## src/rtl/small_matrix_multiply_macros.svh

```systemverilog
// assertion helpers, clocked on clk_i and quiet while rst_ni is low
`ifndef SMALL_MATRIX_MULTIPLY_MACROS_SVH
`define SMALL_MATRIX_MULTIPLY_MACROS_SVH

`ifndef NO_ASSERTIONS

`define SMM_ASSERT_IMP(name, ante, cons) \
  name: assert property (@(posedge clk_i) disable iff (!rst_ni) (ante) |-> (cons)) \
    else $error("smm check failed");

`define SMM_ASSERT_NXT(name, ante, cons) \
  name: assert property (@(posedge clk_i) disable iff (!rst_ni) (ante) |=> (cons)) \
    else $error("smm check failed");

`else

`define SMM_ASSERT_IMP(name, ante, cons)

`define SMM_ASSERT_NXT(name, ante, cons)

`endif

`endif

```

## src/rtl/smm_pkg.sv

```systemverilog
package smm_pkg;

  localparam int unsigned DATA_W = 32;
  localparam int unsigned RC_W   = 2;

  // travels with each multiply-accumulate step down the pipeline
  typedef struct packed {
    logic            first;
    logic            last_k;
    logic            last_cell;
    logic [RC_W-1:0] row;
    logic [RC_W-1:0] col;
  } smm_tag_t;

  typedef struct packed {
    logic     issue;
    logic     wr_left;
    logic     wr_right;
    smm_tag_t tag;
  } smm_cmd_t;

endpackage

```

## src/rtl/smm_ctrl.sv

```systemverilog
`include "small_matrix_multiply_macros.svh"

module smm_ctrl #(
  parameter int unsigned DIM = 4
) (
  input  logic                             clk_i,
  input  logic                             rst_ni,
  input  logic                             in_valid_i,
  output logic                             in_ready_o,
  input  logic                             stall_i,
  output smm_pkg::smm_cmd_t                cmd_o,
  output logic [$clog2(DIM*DIM)-1:0]       wr_addr_o,
  output logic [$clog2(DIM*DIM)-1:0]       rd_a_addr_o,
  output logic [$clog2(DIM*DIM)-1:0]       rd_b_addr_o
);

  localparam int unsigned CELLS = DIM * DIM;
  localparam int unsigned AW    = $clog2(CELLS);
  localparam int unsigned KW    = $clog2(DIM);
  localparam logic [AW-1:0] LastCell = AW'(CELLS - 1);
  localparam logic [KW-1:0] LastIdx  = KW'(DIM - 1);

  localparam logic StLoad = 1'b0;
  localparam logic StRun  = 1'b1;

  logic          state_q, state_d;
  logic          phase_q, phase_d;   // 0 while taking A, 1 while taking B
  logic [AW-1:0] cell_q, cell_d;
  logic [KW-1:0] r_q, r_d, c_q, c_d, k_q, k_d;
  logic          load_fire;
  logic          issue;

  always_comb begin
    state_d   = state_q;
    phase_d   = phase_q;
    cell_d    = cell_q;
    r_d       = r_q;
    c_d       = c_q;
    k_d       = k_q;
    load_fire = in_valid_i && (state_q == StLoad);
    issue     = (state_q == StRun) && !stall_i;
    unique case (state_q)
      StLoad: begin
        if (load_fire) begin
          if (cell_q == LastCell) begin
            cell_d  = '0;
            phase_d = !phase_q;
            if (phase_q) begin
              state_d = StRun;
            end
          end else begin
            cell_d = cell_q + AW'(1);
          end
        end
      end
      StRun: begin
        if (issue) begin
          if (k_q == LastIdx) begin
            k_d = '0;
            if (c_q == LastIdx) begin
              c_d = '0;
              if (r_q == LastIdx) begin
                r_d     = '0;
                state_d = StLoad;
              end else begin
                r_d = r_q + KW'(1);
              end
            end else begin
              c_d = c_q + KW'(1);
            end
          end else begin
            k_d = k_q + KW'(1);
          end
        end
      end
      default: state_d = StLoad;
    endcase
  end

  always_ff @(posedge clk_i or negedge rst_ni) begin
    if (!rst_ni) begin
      state_q <= StLoad;
      phase_q <= 1'b0;
      cell_q  <= '0;
      r_q     <= '0;
      c_q     <= '0;
      k_q     <= '0;
    end else begin
      state_q <= state_d;
      phase_q <= phase_d;
      cell_q  <= cell_d;
      r_q     <= r_d;
      c_q     <= c_d;
      k_q     <= k_d;
    end
  end

  assign in_ready_o = (state_q == StLoad);
  assign wr_addr_o  = cell_q;

  assign rd_a_addr_o = AW'(DIM * 32'(r_q) + 32'(k_q));
  assign rd_b_addr_o = AW'(DIM * 32'(k_q) + 32'(c_q));

  always_comb begin
    cmd_o.issue         = issue;
    cmd_o.wr_left       = load_fire && !phase_q;
    cmd_o.wr_right      = load_fire && phase_q;
    cmd_o.tag.first     = (k_q == '0);
    cmd_o.tag.last_k    = (k_q == LastIdx);
    cmd_o.tag.last_cell = (r_q == LastIdx) && (c_q == LastIdx) && (k_q == LastIdx);
    cmd_o.tag.row       = smm_pkg::RC_W'(r_q);
    cmd_o.tag.col       = smm_pkg::RC_W'(c_q);
  end

  `SMM_ASSERT_IMP(a_no_load_while_run, cmd_o.issue, !in_ready_o)
  `SMM_ASSERT_NXT(a_run_after_b, load_fire && phase_q && (cell_q == LastCell), state_q == StRun)
  `SMM_ASSERT_IMP(a_one_store_written, load_fire, cmd_o.wr_left != cmd_o.wr_right)

endmodule

```

## src/rtl/smm_datapath.sv

```systemverilog
`include "small_matrix_multiply_macros.svh"

module smm_datapath #(
  parameter int unsigned DIM = 4
) (
  input  logic                               clk_i,
  input  logic                               rst_ni,
  input  smm_pkg::smm_cmd_t                  cmd_i,
  input  logic [$clog2(DIM*DIM)-1:0]         wr_addr_i,
  input  logic [$clog2(DIM*DIM)-1:0]         rd_a_addr_i,
  input  logic [$clog2(DIM*DIM)-1:0]         rd_b_addr_i,
  input  logic [smm_pkg::DATA_W-1:0]         wr_data_i,
  output logic                               stall_o,
  input  logic                               out_ready_i,
  output logic                               out_valid_o,
  output logic [smm_pkg::DATA_W-1:0]         out_data_o,
  output logic [smm_pkg::RC_W-1:0]           out_row_o,
  output logic [smm_pkg::RC_W-1:0]           out_col_o,
  output logic                               out_last_o
);

  localparam int unsigned CELLS = DIM * DIM;
  localparam int unsigned DW    = smm_pkg::DATA_W;

  logic [DW-1:0] left_mem  [CELLS];
  logic [DW-1:0] right_mem [CELLS];

  logic              stall;
  logic [DW-1:0]     a_q, b_q;
  logic              s1_v_q, s2_v_q;
  smm_pkg::smm_tag_t s1_tag_q, s2_tag_q;
  logic [DW-1:0]     prod_q;
  logic [DW-1:0]     acc_q;
  logic [DW-1:0]     sum;
  logic              done;
  logic              out_valid_q, out_valid_d;
  logic [DW-1:0]     out_data_q;
  logic [smm_pkg::RC_W-1:0] out_row_q, out_col_q;
  logic              out_last_q;

  // whole pipeline holds while a finished element waits at the output
  assign stall   = out_valid_q && !out_ready_i;
  assign stall_o = stall;

  always_ff @(posedge clk_i) begin
    if (cmd_i.wr_left) begin
      left_mem[wr_addr_i] <= wr_data_i;
    end
    if (cmd_i.issue) begin
      a_q <= left_mem[rd_a_addr_i];
    end
  end

  always_ff @(posedge clk_i) begin
    if (cmd_i.wr_right) begin
      right_mem[wr_addr_i] <= wr_data_i;
    end
    if (cmd_i.issue) begin
      b_q <= right_mem[rd_b_addr_i];
    end
  end

  always_ff @(posedge clk_i or negedge rst_ni) begin
    if (!rst_ni) begin
      s1_v_q <= 1'b0;
      s2_v_q <= 1'b0;
    end else if (!stall) begin
      s1_v_q <= cmd_i.issue;
      s2_v_q <= s1_v_q;
    end
  end

  // low word of the product is the same for signed and unsigned operands
  always_ff @(posedge clk_i) begin
    if (!stall) begin
      s1_tag_q <= cmd_i.tag;
      s2_tag_q <= s1_tag_q;
      prod_q   <= DW'(a_q * b_q);
    end
  end

  assign sum  = s2_tag_q.first ? prod_q : acc_q + prod_q;
  assign done = !stall && s2_v_q && s2_tag_q.last_k;

  always_ff @(posedge clk_i) begin
    if (!stall && s2_v_q) begin
      acc_q <= sum;
    end
    if (done) begin
      out_data_q <= sum;
      out_row_q  <= s2_tag_q.row;
      out_col_q  <= s2_tag_q.col;
      out_last_q <= s2_tag_q.last_cell;
    end
  end

  assign out_valid_d = (out_valid_q && !out_ready_i) || done;

  always_ff @(posedge clk_i or negedge rst_ni) begin
    if (!rst_ni) begin
      out_valid_q <= 1'b0;
    end else begin
      out_valid_q <= out_valid_d;
    end
  end

  assign out_valid_o = out_valid_q;
  assign out_data_o  = out_data_q;
  assign out_row_o   = out_row_q;
  assign out_col_o   = out_col_q;
  assign out_last_o  = out_last_q;

  `SMM_ASSERT_NXT(a_done_shows, done, out_valid_q)
  `SMM_ASSERT_IMP(a_last_cell_ends_dot, s2_v_q && s2_tag_q.last_cell, s2_tag_q.last_k)
  `SMM_ASSERT_NXT(a_stall_freezes, stall, $stable(s2_v_q) && $stable(s1_v_q))

endmodule

```

## src/rtl/small_matrix_multiply.sv

```systemverilog
// channel  | handshake                  | payload
// ---------+----------------------------+-------------------------------------
// in       | in_valid_i / in_ready_o    | element_i (A row-major, then B)
// out      | out_valid_o / out_ready_i  | product_element_o, row_o, col_o, last_o
//
// loading accepts one element per cycle, 2*DIM*DIM elements per matrix pair
// the product then runs DIM*DIM*DIM steps on one shared multiply-accumulate,
// one step a cycle unless the output stalls; with DIM=4, 64 steps for 32 input beats
// each result passes the operand, product and output registers; one beat per DIM steps
// input is refused while the product runs; a held output beat freezes the pipeline
// reset clears all control state; the matrix stores start undefined
module small_matrix_multiply #(
  parameter int unsigned DIM = 4
) (
  input  logic               clk_i,
  input  logic               rst_ni,
  input  logic               in_valid_i,
  output logic               in_ready_o,
  input  logic signed [31:0] element_i,
  output logic               out_valid_o,
  input  logic               out_ready_i,
  output logic signed [31:0] product_element_o,
  output logic [1:0]         row_o,
  output logic [1:0]         col_o,
  output logic               last_o
);

  localparam int unsigned AW = $clog2(DIM * DIM);

  smm_pkg::smm_cmd_t            cmd;
  logic                         stall;
  logic [AW-1:0]                wr_addr, rd_a_addr, rd_b_addr;
  logic [smm_pkg::DATA_W-1:0]   out_data;

  smm_ctrl #(
    .DIM (DIM)
  ) u_ctrl (
    .clk_i       (clk_i),
    .rst_ni      (rst_ni),
    .in_valid_i  (in_valid_i),
    .in_ready_o  (in_ready_o),
    .stall_i     (stall),
    .cmd_o       (cmd),
    .wr_addr_o   (wr_addr),
    .rd_a_addr_o (rd_a_addr),
    .rd_b_addr_o (rd_b_addr)
  );

  smm_datapath #(
    .DIM (DIM)
  ) u_datapath (
    .clk_i       (clk_i),
    .rst_ni      (rst_ni),
    .cmd_i       (cmd),
    .wr_addr_i   (wr_addr),
    .rd_a_addr_i (rd_a_addr),
    .rd_b_addr_i (rd_b_addr),
    .wr_data_i   (element_i),
    .stall_o     (stall),
    .out_ready_i (out_ready_i),
    .out_valid_o (out_valid_o),
    .out_data_o  (out_data),
    .out_row_o   (row_o),
    .out_col_o   (col_o),
    .out_last_o  (last_o)
  );

  assign product_element_o = out_data;

endmodule

```

## config.mk

```make
export PLATFORM = sky130hd
export DESIGN_NAME = small_matrix_multiply
export DESIGN_NICKNAME = d
export VERILOG_FILES = /design/src/rtl/smm_pkg.sv /design/src/rtl/smm_ctrl.sv /design/src/rtl/smm_datapath.sv /design/src/rtl/small_matrix_multiply.sv
export VERILOG_INCLUDE_DIRS = /design/src /design/src/rtl
export SDC_FILE = /design/constraint.sdc
export NUM_CORES = 2
export LEC_CHECK = 0
export ABC_AREA = 1
export BUFFER_PORTS_ARGS = -buffer_cell sky130_fd_sc_hd__buf_2
export CORE_MARGIN = 2
export CORE_UTILIZATION = 58
export CTS_CLUSTER_DIAMETER = 50
export DETAILED_ROUTE_END_ITERATION = 12
export MAX_ROUTING_LAYER = met4
export PLACE_DENSITY = 0.84
export SYNTH_ARGS = -nofsm -noshare
export SYNTH_HDL_FRONTEND = slang
export SYNTH_SLANG_ARGS = --single-unit
```

## constraint.sdc

```tcl
create_clock -name clk_i -period 6.41 [get_ports clk_i]
set_input_delay 1.282 -clock clk_i [delete_from_list [all_inputs] [get_ports clk_i]]
set_output_delay 1.282 -clock clk_i [all_outputs]
set_load 0.05 [all_outputs]
```

# Word-level counts from Yosys, hierarchy flattened
# Memories as Yosys holds them, arrays and structs flattened. A register that Yosys moved wholly into a read port is not among the register bits.
# Cells that the tools add are included.
dict set report classes {
  bitwise 1
  n_reduce_logical 19
  n_mul 1
  n_mux 17
  n_addsub 7
  n_eq_ne 4
}
# operator n
set ops {}
lappend ops {{adder 32 bit} 1}
lappend ops {{multiplier 32 x 32 -> 32 bit} 1}
lappend ops {{two-way mux 32 bit} 1}
lappend ops {{two-way mux 1 bit} 11}
lappend ops {{logical AND 1 bit} 9}
lappend ops {{adder 4 x 2 -> 4 bit} 2}
lappend ops {{adder 2 x 1 -> 2 bit (second input constant)} 3}
lappend ops {{== test 2 bit (second input constant)} 3}
lappend ops {{two-way mux 2 bit} 3}
lappend ops {{AND reduction 3 bit} 2}
lappend ops {{adder 4 x 1 -> 4 bit (second input constant)} 1}
lappend ops {{== test 4 bit (second input constant)} 1}
lappend ops {{two-way mux 4 bit} 1}
lappend ops {{AND reduction 2 bit} 2}
lappend ops {{AND reduction 4 bit} 1}
lappend ops {{zero test 1 bit} 3}
lappend ops {{zero test 2 bit} 1}
lappend ops {{one-hot mux 1 bit (2 select lines)} 1}
lappend ops {{logical OR 1 bit} 1}
lappend ops {{NOT 1 bit} 1}
dict set report word_totals {
  n_memories 2
  word_cells 76
  out_inout_bits 39
  ram_bits 1024
  input_bits 36
  ff_bits 130
}
# name depth word_bits read_ports rd_ports_with_merged_regs write_ports line
set mem_list {}
lappend mem_list {u_datapath.left_mem 16 32 1 1 1 smm_datapath.sv:25} ;# logic [DW-1:0] left_mem [CELLS];
lappend mem_list {u_datapath.right_mem 16 32 1 1 1 smm_datapath.sv:26} ;# logic [DW-1:0] right_mem [CELLS];

# Depth between registers and ports, before layout
dict set report depth {
  word_depth 6
  ltp_mapped 35
  depth_no_buf 33
}

# Cells and area by module
# From an unflattened synthesis, not the netlist that was laid out.
dict set report unflattened {
  hier_cells 5718
  hier_area_um2 65968.3
}
# mod area_each_um2 cells_per_inst n_inst seq_area_each_um2
set modules_own_cells {}
lappend modules_own_cells {smm_datapath 65275.1 5635 1 36199.7}
lappend modules_own_cells {smm_ctrl 693.2 83 1 300.3}

# Worst setup path before layout
# No wires, ideal clock.
dict set report synth_timing {
  path_kind {register to register}
  from {register u_datapath.a_q[12] (read register of u_datapath.left_mem)}
  to {register u_datapath.prod_q[27], data pin}
  path_stages_with_launch 27
  slack_ns -0.178
  arrival_time_ns 6.329
  period_less_slack_ns 6.588
  setup_time_ns 0.259
  cell_sequence {edfxtp_1 -> clkbuf_1 -> buf_1 -> nand2_1 -> inv_1 -> fa_1 -> fa_1 -> fa_1 -> inv_1 -> fa_1 -> inv_1 -> fa_1 -> inv_1 -> fa_1 -> inv_1 -> fa_1 -> fa_1 -> ha_1 -> a21o_1 -> a21o_1 -> a21oi_1 -> nand3_1 -> nand2_1 -> nand3_1 -> nand2_1 -> nand2_1 -> xor2_1}
}
dict set report synth_via {
  elab_chain_len 1
}
# item line
set synth_lines {}
lappend synth_lines {{start, declared} smm_datapath.sv:29} ;# logic [DW-1:0] a_q, b_q;
lappend synth_lines {{multiplier 32 x 32 -> 32 bit} smm_datapath.sv:78} ;# prod_q <= DW'(a_q * b_q);
lappend synth_lines {{end signal, assigned} smm_datapath.sv:78}
lappend synth_lines {{end, declared} smm_datapath.sv:32} ;# logic [DW-1:0] prod_q;
# Every way passes these cells.
# A chain may end at the register's enable or synchronous reset.

# Worst setup path in the final report
dict set report layout_timing {
  from {register u_datapath.b_q[5] (read register of u_datapath.right_mem)}
  to {register u_datapath.prod_q[29], data pin}
}
dict set report layout_via {
  elab_chain_len 1
}
# item line
set layout_lines {}
lappend layout_lines {{start, declared} smm_datapath.sv:29}
lappend layout_lines {{multiplier 32 x 32 -> 32 bit} smm_datapath.sv:78}
# Every way passes these cells.

==> results by group <==
Worst hold path
  • Hold wc startpoint: u_datapath.s1_tag_q[0]
  • Min-Delay Endpoint: u_datapath.s2_tag_q[0]
  • Hold path depth: 0
  • Hold crit path type: reg2reg

Floorplanning
  • Die W: 338.4 um
  • Rows: 122
  • Area of the die: 0.1145 sq mm
  • Die H: roughly 340 um
  • Initial core utilization: 0.5854
  • Core ar.: 0.1108 sq mm
  • I/O pin total: 75

Setup path
  • Setup crit start kind: register
  • WS Path Type: reg2reg
  • R2R Path End: u_datapath.prod_q[29]
  • Crit path DAT: around 7.0 ns
  • R2R Setup Slk: -0.05 ns
  • Worst Reg-to-Reg Cells: 25
  • Crit Path Max Fanout: 13
  • Req. time, crit path: between 6 and 7 ns
  • Element type at the critical path end: register
  • R2R Path Start: u_datapath.b_q[5]

Routing
  • Wirelength per Cell: 22.57 um
  • Detailed Route WL: 166100 um
  • Routed Antenna Nets: 0
  • Initial detailed-routing violation count: roughly 6600
  • Via/cell ratio: 6.039
  • Via count: 44450
  • Remaining DRCs: 0
  • First drt pass iteration count: 6

GRT
  • Overflow left after global routing: 0
  • Vias in the first global route: 45020
  • Gr busiest metal: met2
  • Antenna violations before repair: 15
  • Met3 usage in global routing: 0.06345
  • Met2 usage: 0.4763
  • First-pass GRT wire length: 253500 um
  • Overall routing resource usage: 0.2950
  • Largest net degree at the start of global routing: 211
  • GR Util met1: 0.3653

Clock network
  • TritonCTS clock tree: built
  • CTS clock-pin slew for the worst setup and hold paths: 0.07 ns
  • Sink Count: approximately 1200
  • CTS hold repair buffers: 0
  • # H-tree levels: 3
  • Clk buf depth: 3
  • Num CTS Buffers: 121
  • Clk root buf: clkbuf_16
  • Clock Latency Late Sink: 0.78 ns

Run
  • Max cap viols: 0

Timing
  • Final TNS setup: -0.1408 ns
  • FMAX: 154.8 MHz
  • Worst Max-Slew Pin Slew: 1.256 ns
  • Tmin final: approximately 6.5 ns
  • Crit share post-route: 1.008
  • Clk_skew: 0.09339 ns
  • Final Hold Fails: 0
  • Setup violations, final: 4
  • Slew Viols, Final: 0
  • Worst rel slew slack: 0.1627
  • Hold WS: 0.4181 ns
  • RSZ-0062 raised after global routing: yes
  • Final Worst Setup Slack: -0.05092 ns

Yosys
  • Synth top area share: 0.5568
  • Register area share after synthesis: 0.5626
  • Post-Syn Instances: around 5700
  • Unique masters post-synth: 51
  • Top cells by instance count after synthesis: edfxtp_1, nand2_1, inv_1, nor2_1, o21ai_0
  • Post-Syn Nets: 6280
  • Top cells by area, synth: edfxtp_1, fa_1, nand2_1
  • Synth Register Bits: 1218
  • Post-synth ARST share: 0.01232
  • Most frequent cell after synthesis: edfxtp_1
  • Syn_area_per_cell: 11.44 sq um
  • EDFF count, synth: roughly 1200
  • Syn Std Cell Area: 0.06488 sq mm
  • Most used DFF post-synth: edfxtp_1
  • Yosys warnings: 0
  • Synth area leader: edfxtp_1

Layout
  • Seq. cell area: 0.03652 sq mm
  • Layout Cells excl Fill: between 7000 and 8000
  • Area added between synthesis and finish: 11.64%
  • Fillers: 7522
  • Multi-input logic area: 0.02445 sq mm
  • # nets final: 6358
  • Post-route cell area: 0.07243 sq mm
  • Layout cell share with drive strength beyond 1: 0.1037

Placed design
  • Post-placement cell count: between 7000 and 8000
  • Detailed placer's ending HPWL: 100200 um
  • Placed instance area: 0.06779 sq mm
  • RePlAce Congestion: approximately 0.98
  • Port buffer count: 74

Outcome
  • Status: finished, violations left
  • Failing checks: negative setup slack
## worst max-delay path, cell delays in order (launching register included)
cell      delay, ns
edfxtp_1       0.42
buf_12         0.17
nand2_2        0.06
inv_2          0.04
fa_1           0.55
fa_1           0.43
fa_1           0.52
inv_1          0.05
fa_1           0.49
inv_2          0.04
fa_1           0.53
inv_2          0.05
fa_1           0.54
inv_2          0.04
fa_1           0.49
fa_1           0.45
ha_4           0.30
nand2_1        0.08
inv_2          0.08
nand2_2        0.07
nor3_4         0.13
buf_4          0.13
buf_4          0.10
nand3_1        0.08
o221ai_2       0.18
xor2_1         0.21
## area by class of cell
type                            instances  share of cell area
Inverter                              866             0.04509
Clock buffer                          143             0.04308
Antenna cell                           17           0.0005873
Tap cell                             1488             0.02570
Timing Repair Buffer                  273             0.03101
Sequential cell                      1218              0.5042
Multi-Input combinational cell       3271              0.3375
Clock inverter                         84             0.01282
## registers in the layout, summed over array words and instances, names as in the netlist, 32 cells and up
name                   count
u_datapath.left_mem      512
u_datapath.right_mem     512
u_datapath.a_q            32
u_datapath.acc_q          32
u_datapath.b_q            32
u_datapath.out_data_o     32
u_datapath.prod_q         32
## cells in the final DEF, fill, tap and decap left out, drive strengths merged, types with 142 or more instances in the layout
| master | instances |
|---|---|
| buf | 273 |
| clkbuf | 143 |
| edfxtp | 1203 |
| fa | 409 |
| ha | 162 |
| inv | 876 |
| nand2 | 909 |
| nand3 | 142 |
| nor2 | 570 |
| o21ai | 440 |
| o221ai | 177 |
## logic make-up (layout without fill, tap and decap cells)
kind of cell             after synthesis  after routing  share of synthesized area
AO/OA/AOI/OAI                        892            892                    0.08760
multiplexers                          88             88                    0.01358
XOR/XNOR                              43             43                   0.005805
other                                  0             17                          0
flip-flops                          1218           1218                     0.5626
adder cells (fa/ha/maj)              571            571                     0.1575
AND/OR/NAND/NOR                     1677           1677                     0.1021
buffers and inverters               1184           1366                    0.07088
## metrics by stage
step	util	setup WS, ns
floorplan	-	0.02825
global placement	0.6117	-0.05658
detailed placement	0.6117	-0.1621
CTS	0.6492	-0.05391
global route	0.6535	-0.3288
finish	0.6536	-0.05092
## routing by layer
layer	share of wire	wire, um
met5	0	0
met4	0.036	5984
met3	0.11	18940
met2	0.49	82040
met1	0.36	59110
## worst max path at each step
stage	from	cells past startpoint	slack, ns	to
finish	u_datapath.b_q[5]	25	-0.05	u_datapath.prod_q[29]
floorplan	u_datapath.b_q[3]	26	0.03	u_datapath.prod_q[27]
global placement	u_datapath.a_q[19]	20	-0.06	u_datapath.prod_q[29]
global route	u_datapath.a_q[20]	20	-0.33	u_datapath.prod_q[31]
CTS	u_datapath.b_q[5]	27	-0.05	u_datapath.prod_q[27]
detailed placement	u_datapath.b_q[2]	26	-0.16	u_datapath.prod_q[26]
## timing repair
action | 4_1_cts | 5_1_grt
pin swaps | 4 | 22
setup buffers | 4 | 12
setup endpoints to repair | 11 | 16
resized for setup | 17 | 78
Power is not shown: default switching activity piles up to over one toggle a cycle in this logic, so the estimate is an artifact.
